File: src/design/rcfd_pkg.sv
`timescale 1ns / 1ps
// ----------------------------------------------------------------------------
// rcfd_pkg : shared types and constants of the RC frame deframer
// Byte positions, status and register codes, and the parser-to-top struct.
// ----------------------------------------------------------------------------
package rcfd_pkg;

   localparam int          POS_W        = 9;
   localparam logic [7:0]  HEADER_BYTE  = 8'hBB;
   localparam logic [7:0]  MIN_PAYLOAD  = 8'd22;
   localparam logic [17:0] MIRROR_BASE  = 18'd3000;  // 2 * 1500
   localparam int          CSR_IDX_W    = 2;
   localparam int          CSR_DATA_W   = 16;

   typedef enum logic [1:0] {
      STATUS_OK      = 2'd0,
      STATUS_BAD_SUM = 2'd1,
      STATUS_SHORT   = 2'd2
   } status_type;

   typedef enum logic [CSR_IDX_W-1:0] {
      CSR_ROLL_OFFSET  = 2'd0,
      CSR_PITCH_OFFSET = 2'd1,
      CSR_YAW_OFFSET   = 2'd2
   } csr_index_type;

   typedef struct packed {
      logic        at_end;     // current beat is the checksum byte
      logic        short_len;
      logic        sum_match;  // running sum equals current byte
      logic [15:0] roll_word;
      logic [15:0] pitch_word;
      logic [15:0] yaw_word;
      logic [15:0] thrust_word;
      logic [7:0]  mode_byte;
      logic [7:0]  lock_byte;
   } frame_info_type;

endpackage

File: src/design/rcfd_parser.sv
`timescale 1ns / 1ps
// ----------------------------------------------------------------------------
// rcfd_parser : header hunt, length tracking, checksum sum and field capture
// Advances one byte position per accepted beat; restarts on a non-header byte and after checksum.
// ----------------------------------------------------------------------------
module rcfd_parser (
   input  logic                    clock,
   input  logic                    reset,
   input  logic                    beat_accept,
   input  logic [7:0]              rx_byte,
   output rcfd_pkg::frame_info_type info
);
   import rcfd_pkg::*;

   logic [POS_W-1:0] pos_ff, pos_in;
   logic [7:0]       len_ff, len_in;
   logic [7:0]       sum_ff, sum_in;
   logic [15:0]      roll_ff, roll_in, pitch_ff, pitch_in;
   logic [15:0]      yaw_ff, yaw_in, thrust_ff, thrust_in;
   logic [7:0]       mode_ff, mode_in, lock_ff, lock_in;
   logic             in_payload;

   assign in_payload = (pos_ff > POS_W'(3)) &&
                       (pos_ff < ({1'b0, len_ff} + POS_W'(4)));

   always_comb begin
      pos_in    = pos_ff;
      len_in    = len_ff;
      sum_in    = sum_ff;
      roll_in   = roll_ff;
      pitch_in  = pitch_ff;
      yaw_in    = yaw_ff;
      thrust_in = thrust_ff;
      mode_in   = mode_ff;
      lock_in   = lock_ff;
      if (pos_ff <= POS_W'(1)) begin
         if (rx_byte == HEADER_BYTE) begin
            sum_in = sum_ff + rx_byte;
            pos_in = pos_ff + POS_W'(1);
         end else begin
            pos_in = '0;
            len_in = '0;
            sum_in = '0;
         end
      end else if (pos_ff == POS_W'(2)) begin
         sum_in = sum_ff + rx_byte;
         pos_in = POS_W'(3);
      end else if (pos_ff == POS_W'(3)) begin
         len_in = rx_byte;
         sum_in = sum_ff + rx_byte;
         pos_in = POS_W'(4);
      end else if (in_payload) begin
         sum_in = sum_ff + rx_byte;
         pos_in = pos_ff + POS_W'(1);
         case (pos_ff)
            POS_W'(4):  roll_in[15:8]   = rx_byte;
            POS_W'(5):  roll_in[7:0]    = rx_byte;
            POS_W'(6):  pitch_in[15:8]  = rx_byte;
            POS_W'(7):  pitch_in[7:0]   = rx_byte;
            POS_W'(8):  yaw_in[15:8]    = rx_byte;
            POS_W'(9):  yaw_in[7:0]     = rx_byte;
            POS_W'(10): thrust_in[15:8] = rx_byte;
            POS_W'(11): thrust_in[7:0]  = rx_byte;
            POS_W'(24): mode_in         = rx_byte;
            POS_W'(25): lock_in         = rx_byte;
            default: ;
         endcase
      end else begin
         pos_in = '0;
         len_in = '0;
         sum_in = '0;
      end
   end

   always_ff @(posedge clock) begin
      if (reset) begin
         pos_ff    <= '0;
         len_ff    <= '0;
         sum_ff    <= '0;
         roll_ff   <= '0;
         pitch_ff  <= '0;
         yaw_ff    <= '0;
         thrust_ff <= '0;
         mode_ff   <= '0;
         lock_ff   <= '0;
      end else if (beat_accept) begin
         pos_ff    <= pos_in;
         len_ff    <= len_in;
         sum_ff    <= sum_in;
         roll_ff   <= roll_in;
         pitch_ff  <= pitch_in;
         yaw_ff    <= yaw_in;
         thrust_ff <= thrust_in;
         mode_ff   <= mode_in;
         lock_ff   <= lock_in;
      end
   end

   assign info.at_end      = (pos_ff > POS_W'(3)) && !in_payload;
   assign info.short_len   = (len_ff < MIN_PAYLOAD);
   assign info.sum_match   = (sum_ff == rx_byte);
   assign info.roll_word   = roll_ff;
   assign info.pitch_word  = pitch_ff;
   assign info.yaw_word    = yaw_ff;
   assign info.thrust_word = thrust_ff;
   assign info.mode_byte   = mode_ff;
   assign info.lock_byte   = lock_ff;

endmodule

File: src/design/rc_frame_deframer_checksum_unit.sv
`timescale 1ns / 1ps
// ----------------------------------------------------------------------------
// rc_frame_deframer_checksum_unit : RC link deframer with checksum and arming
// Channel | Ports        | Carries
// req     | valid/stall  | one link byte per beat
// rsp     | valid/stall  | frame status, trimmed setpoints, mode, arm flags
// csr     | write enable | roll, pitch and yaw trims
// One byte per cycle while req_stall is low; a result appears the cycle after the checksum byte is accepted.
// Synchronous active-high reset returns to header hunt, locked, trims zero.
// While a result waits under rsp_stall, non-checksum bytes are still taken;
// only a checksum byte is held back until the result register frees.
// ----------------------------------------------------------------------------
module rc_frame_deframer_checksum_unit (
   input  logic                                 clock,
   input  logic                                 reset,
   input  logic                                 req_valid,
   output logic                                 req_stall,
   input  logic [7:0]                           req_rx_byte,
   output logic                                 rsp_valid,
   input  logic                                 rsp_stall,
   output logic [1:0]                           rsp_frame_status,
   output logic signed [17:0]                   rsp_roll_value,
   output logic signed [17:0]                   rsp_pitch_value,
   output logic signed [17:0]                   rsp_yaw_value,
   output logic [15:0]                          rsp_thrust_value,
   output logic [7:0]                           rsp_flight_mode,
   output logic                                 rsp_armed,
   output logic                                 rsp_arm_edge,
   input  logic                                 csr_write_enable,
   input  logic [rcfd_pkg::CSR_IDX_W-1:0]       csr_index,
   input  logic [rcfd_pkg::CSR_DATA_W-1:0]      csr_write_data
);
   import rcfd_pkg::*;

   frame_info_type info;
   logic           beat_accept, end_accept, frame_ok, edge_now;

   logic [15:0] roll_off_ff, pitch_off_ff, yaw_off_ff;
   logic        armed_ff, armed_in;
   logic [7:0]  prev_lock_ff;

   logic        rsp_valid_ff, rsp_valid_in;
   status_type  status_ff, status_in;
   logic [17:0] roll_ff, roll_in, pitch_ff, pitch_in, yaw_ff, yaw_in;
   logic [15:0] thrust_ff, thrust_in;
   logic [7:0]  mode_ff, mode_in;
   logic        armed_out_ff, armed_out_in, edge_ff, edge_in;

   assign req_stall   = rsp_valid_ff && rsp_stall && info.at_end;
   assign beat_accept = req_valid && !req_stall;
   assign end_accept  = beat_accept && info.at_end;

   rcfd_parser u_parser (
      .clock       (clock),
      .reset       (reset),
      .beat_accept (beat_accept),
      .rx_byte     (req_rx_byte),
      .info        (info)
   );

   always_ff @(posedge clock) begin
      if (reset) begin
         roll_off_ff  <= '0;
         pitch_off_ff <= '0;
         yaw_off_ff   <= '0;
      end else if (csr_write_enable) begin
         unique case (csr_index)
            CSR_ROLL_OFFSET:  roll_off_ff  <= csr_write_data;
            CSR_PITCH_OFFSET: pitch_off_ff <= csr_write_data;
            CSR_YAW_OFFSET:   yaw_off_ff   <= csr_write_data;
            default: ;
         endcase
      end
   end

   always_comb begin
      frame_ok     = !info.short_len && info.sum_match;
      edge_now     = (info.lock_byte == 8'd1) && (prev_lock_ff == 8'd0);
      armed_in     = armed_ff;
      if (edge_now) begin
         armed_in = 1'b1;
      end else if (info.lock_byte == 8'd0) begin
         armed_in = 1'b0;
      end
      status_in    = info.short_len ? STATUS_SHORT :
                     (info.sum_match ? STATUS_OK : STATUS_BAD_SUM);
      roll_in      = '0;
      pitch_in     = '0;
      yaw_in       = '0;
      thrust_in    = '0;
      mode_in      = '0;
      armed_out_in = 1'b0;
      edge_in      = 1'b0;
      if (frame_ok) begin
         roll_in      = {2'b00, info.roll_word} + {{2{roll_off_ff[15]}}, roll_off_ff};
         pitch_in     = MIRROR_BASE - {2'b00, info.pitch_word}
                        + {{2{pitch_off_ff[15]}}, pitch_off_ff};
         yaw_in       = {2'b00, info.yaw_word} + {{2{yaw_off_ff[15]}}, yaw_off_ff};
         thrust_in    = info.thrust_word;
         mode_in      = info.mode_byte;
         armed_out_in = armed_in;
         edge_in      = edge_now;
      end
      rsp_valid_in = end_accept || (rsp_valid_ff && rsp_stall);
   end

   always_ff @(posedge clock) begin
      if (reset) begin
         armed_ff     <= 1'b0;
         prev_lock_ff <= '0;
         rsp_valid_ff <= 1'b0;
      end else begin
         rsp_valid_ff <= rsp_valid_in;
         if (end_accept && frame_ok) begin
            armed_ff     <= armed_in;
            prev_lock_ff <= info.lock_byte;
         end
      end
   end

   always_ff @(posedge clock) begin
      if (end_accept) begin
         status_ff    <= status_in;
         roll_ff      <= roll_in;
         pitch_ff     <= pitch_in;
         yaw_ff       <= yaw_in;
         thrust_ff    <= thrust_in;
         mode_ff      <= mode_in;
         armed_out_ff <= armed_out_in;
         edge_ff      <= edge_in;
      end
   end

   assign rsp_valid        = rsp_valid_ff;
   assign rsp_frame_status = status_ff;
   assign rsp_roll_value   = roll_ff;
   assign rsp_pitch_value  = pitch_ff;
   assign rsp_yaw_value    = yaw_ff;
   assign rsp_thrust_value = thrust_ff;
   assign rsp_flight_mode  = mode_ff;
   assign rsp_armed        = armed_out_ff;
   assign rsp_arm_edge     = edge_ff;

endmodule

File: config.mk
export PLATFORM = sky130hd
export DESIGN_NAME = rc_frame_deframer_checksum_unit
export DESIGN_NICKNAME = d
export VERILOG_FILES = /design/src/design/rcfd_pkg.sv /design/src/design/rcfd_parser.sv /design/src/design/rc_frame_deframer_checksum_unit.sv
export SDC_FILE = /design/constraint.sdc
export NUM_CORES = 1
export LEC_CHECK = 0
export ABC_CLOCK_PERIOD_IN_PS = 7150
export BUFFER_PORTS_ARGS = -buffer_cell sky130_fd_sc_hd__buf_4
export CAP_MARGIN = 40
export CORE_MARGIN = 1.5
export CORE_UTILIZATION = 54
export DETAILED_ROUTE_END_ITERATION = 8
export GPL_TIMING_DRIVEN = 0
export PLACE_DENSITY = 0.83
export RECOVER_POWER = 100
export SLEW_MARGIN = 10
export SYNTH_ARGS = -nofsm -noshare
export SYNTH_HDL_FRONTEND = slang
export SYNTH_SLANG_ARGS = --single-unit
File: constraint.sdc
create_clock -name clock -period 7.15 [get_ports clock]
set_input_delay 1.43 -clock clock [delete_from_list [all_inputs] [get_ports clock]]
set_output_delay 1.43 -clock clock [all_outputs]
set_load 0.1 [all_outputs]
==> metrics.csv <==
metric,value,unit
Min-Delay Path Class,reg -> reg,
status,"complete, but fails checks",
Placement Cell Area,0.0132,mm2
first-iteration detailed-routing DRC count,738,
GPL Wtd Cong,0.881,
reg2reg end,rsp_yaw_value[6],
Post-Syn Instances,1287,
CTS Buffer Depth,3,
Critical Path Source Type,flop,
sequential area share after synthesis,47.8,%
Die W,152,um
Core ar.,0.0218,mm2
Clk pwr share,45.4,%
sw power,633,uW
clock sink count,245,
PostCTS Resize Cnt,0,
"Largest stage delay, worst path",0.86,ns
layout cells sized above 1,5.25,%
"Power, Total",2910,uW
Detailed Route WL,29.8,mm
Mean Syn Cell Area,9.32,um2
"Distinct cells, synth",66,
"EDFF count, synth",82,
CP arrival,3.80,ns
R2R Setup Slk,2.03,ns
GRT overflow,0,
vias in the first global route,9502,
Die ar.,0.0231,mm2
footprint of the multi-input gates,0.00588,mm2
failing checks,"capacitance limit, slew limit",
Required @ worst endpoint,5.72,ns
"most used cell, CP",ha_1,
CP Buf/Inv Count,2,
Worst setup EP type,output port,
HP Start,u_parser.thrust_ff[1],
pre-CTS WS,2.95,ns
WHS,0.452,ns
Slowest cell on crit path,clkbuf_1,
clk_lat worst skew,0.52,ns
most crowded layer after global routing,met2,
post-route ant nets,0,
Min-Delay Endpoint,u_parser.thrust_ff[1],
max-slew violations,89,
CP top delay family,simple AND/OR/NAND/NOR gates,
Final #Nets,1537,
worst r2r path cells,9,
CTS tree,done,
Pre-antenna DRT Iters,5,
ANT cells,0,
routing usage on met1,33.4,%
Gate power share,4.8,%
total area of sequential cells,0.00573,mm2
PD cells,213,mW/mm2
Critical Path Fanout Max,7,
Setup Buffers After CTS,0,
max frequency,0.191,GHz
DRC viols,0,
reg2reg start,u_parser.len_ff[2],
Final Cell Area,0.0136,mm2
Worst slew margin,-31.7,%
CP Depth,10,
"Top FF cell, synth",dfxtp_1,
Die Ht,152,um
max-cap viol count,3,
Vias,9875,
top-level port count,115,
"Hold Vio Cnt, Final",0,
"Setup violations, final",0,
maximum number of pins on one net before global-route repair,36,
"FF+latch count, synth",245,
Max IR drop VDD,0.168,mV
GRT Total Usage,25.0,%
"Cell Area, Synth",0.0120,mm2
Cell Rows,54,
initial antenna violation count,0,
DR vias/cell,5.72,
Async SR Flop Fraction,0,%
setup ws final,1.92,ns
total CTS buffers,24,
HPWL Detailed,21.4,mm
"Reg clk slew, reported paths",0.06,ns
final core occ,62.5,%
grt met3 use,3.79,%
Mapped Nets,1395,
Root Driver,clkbuf_16,
crit path cell chain,"ha_1, nand3_1, xor2_1, ha_1, nand4_1, nor3_1, a211oi_1, or3b_2, inv_1, clkbuf_1",
area grow syn2layout,13.8,%
final worst path period need,5.23,ns
Initial Utilization,54.9,%
Pint,2280,uW
switch share,21.8,%
port buffer count,113,
Final Cycle Share,73.2,%
Seq pwr share,49.8,%
Worst-Margin Slew,1.97,ns
CP Class,reg -> out,
RSZ-0062 raised after global routing,no,
WL per Instance,17.2,um
met2 usage,41.1,%
hold-fix buffers at CTS,0,
first-pass GRT wire length,47.4,mm
Hold Path Depth,2,
clk_skew,0.0266,ns
Filler cells,1802,
leakage dissipation,0.00529,uW
H-tree Lvls,1,
Yosys warning count,0,
==> tightest hold or removal path: stages (launching register included) <==
cell and delay, ns:
dfxtp_1 0.31, nand2_1 0.05, a21oi_1 0.05
==> power groups by stage <==
stage | clock network (uW) | registers, uW | logic (uW)
2_1_floorplan | 0 | 1470 | 83.6
3_3_place_gp | 0 | 1480 | 136
3_5_place_dp | 0 | 1480 | 138
4_1_cts | 1330 | 1450 | 139
5_1_grt | 1390 | 1450 | 150
6_report | 1320 | 1450 | 140
==> routing by layer <==
metal	share of wire (%)	vias up
met1	43	4646
met5	0	-
met2	46	379
met3	8.0	90
met4	3.8	0
li1	-	4760
==> cell usage in the layout, fill, tap and decap left out, types with 3 or more instances in the layout <==
cell type	count
o31ai_1	9
nor2b_1	10
o21ai_0	40
a31oi_1	4
clkinv_2	4
buf_4	27
and3_1	10
a21oi_1	131
nand2_1	197
a21o_1	24
o21bai_1	5
o21a_1	5
nor4_1	4
and2_0	20
inv_1	28
dfxtp_1	163
and2_1	14
nor3_1	25
xor2_1	38
xnor2_1	25
edfxtp_1	82
fa_1	4
bufinv_16	3
nand2b_1	16
nor2_1	155
mux2i_1	56
nand3_1	32
clkbuf_16	26
a22oi_1	6
ha_1	73
clkbuf_1	148
a211oi_1	6
==> cells in the mapped netlist (all sizes together), types with 11 or more instances <==
master | count | share of area, %
a21o | 24 | 1.5
a21oi | 131 | 5.5
and2 | 35 | 1.8
and3 | 11 | 0.58
clkbuf | 46 | 1.4
dfxtp | 163 | 27
edfxtp | 82 | 21
ha | 73 | 7.6
inv | 28 | 0.88
mux2i | 56 | 4.7
nand2 | 197 | 6.2
nand2b | 17 | 0.95
nand3 | 32 | 1.3
nor2 | 155 | 5.0
nor3 | 25 | 1.0
o21ai | 40 | 1.7
xnor2 | 25 | 1.8
xor2 | 38 | 2.8
==> flip-flops by register name (all words and copies together), names as in the netlist, 9 cells and up <==
| signal | flops |
|---|---|
| rsp_yaw_value | 18 |
| u_parser.yaw_ff | 16 |
| u_parser.thrust_ff | 16 |
| pitch_off_ff | 16 |
| u_parser.roll_ff | 16 |
| rsp_pitch_value | 18 |
| rsp_thrust_value | 16 |
| roll_off_ff | 16 |
| yaw_off_ff | 16 |
| rsp_roll_value | 18 |
| u_parser.pos_ff | 9 |
| u_parser.pitch_ff | 16 |
==> through the flow <==
step | instances | setup TNS, ns
6_report | 1727 | 0
5_1_grt | 1727 | 0
3_5_place_dp | 1683 | 0
4_1_cts | 1727 | 0
3_3_place_gp | 1680 | -34.08
2_1_floorplan | 1287 | 0
==> cell families after synthesis <==
logic type	count (synthesis)	synth area share, %
multiplexers	56	4.67
XOR/XNOR	63	4.60
flip-flops	245	47.8
buffers and inverters	85	2.89
AND/OR/NAND/NOR	508	19.1
AO/OA/AOI/OAI	253	12.7
adder cells (fa/ha/maj)	77	8.29
==> how the worst max path moves through the flow <==
stage / to / slack (ns) / startpoint
finish: req_stall / 1.92 / u_parser.len_ff[2]
global route: rsp_yaw_value[8] / 1.53 / u_parser.len_ff[2]
CTS: req_stall / 2.42 / u_parser.len_ff[2]
detailed placement: req_stall / 2.95 / u_parser.len_ff[2]
global placement: armed_ff / -2.27 / u_parser.len_ff[2]
floorplan: armed_ff / 0.04 / u_parser.len_ff[2]
==> layout make-up <==
class	count	area share [%]
inverter	28	0.770
tap	280	2.57
buffer	57	1.70
sequential	245	41.9
clock inverter	11	0.963
clock buffer	33	5.11
timing repair buffer	116	3.91
multi-input combinational	957	43.0
(Power assumes the default switching activity.)
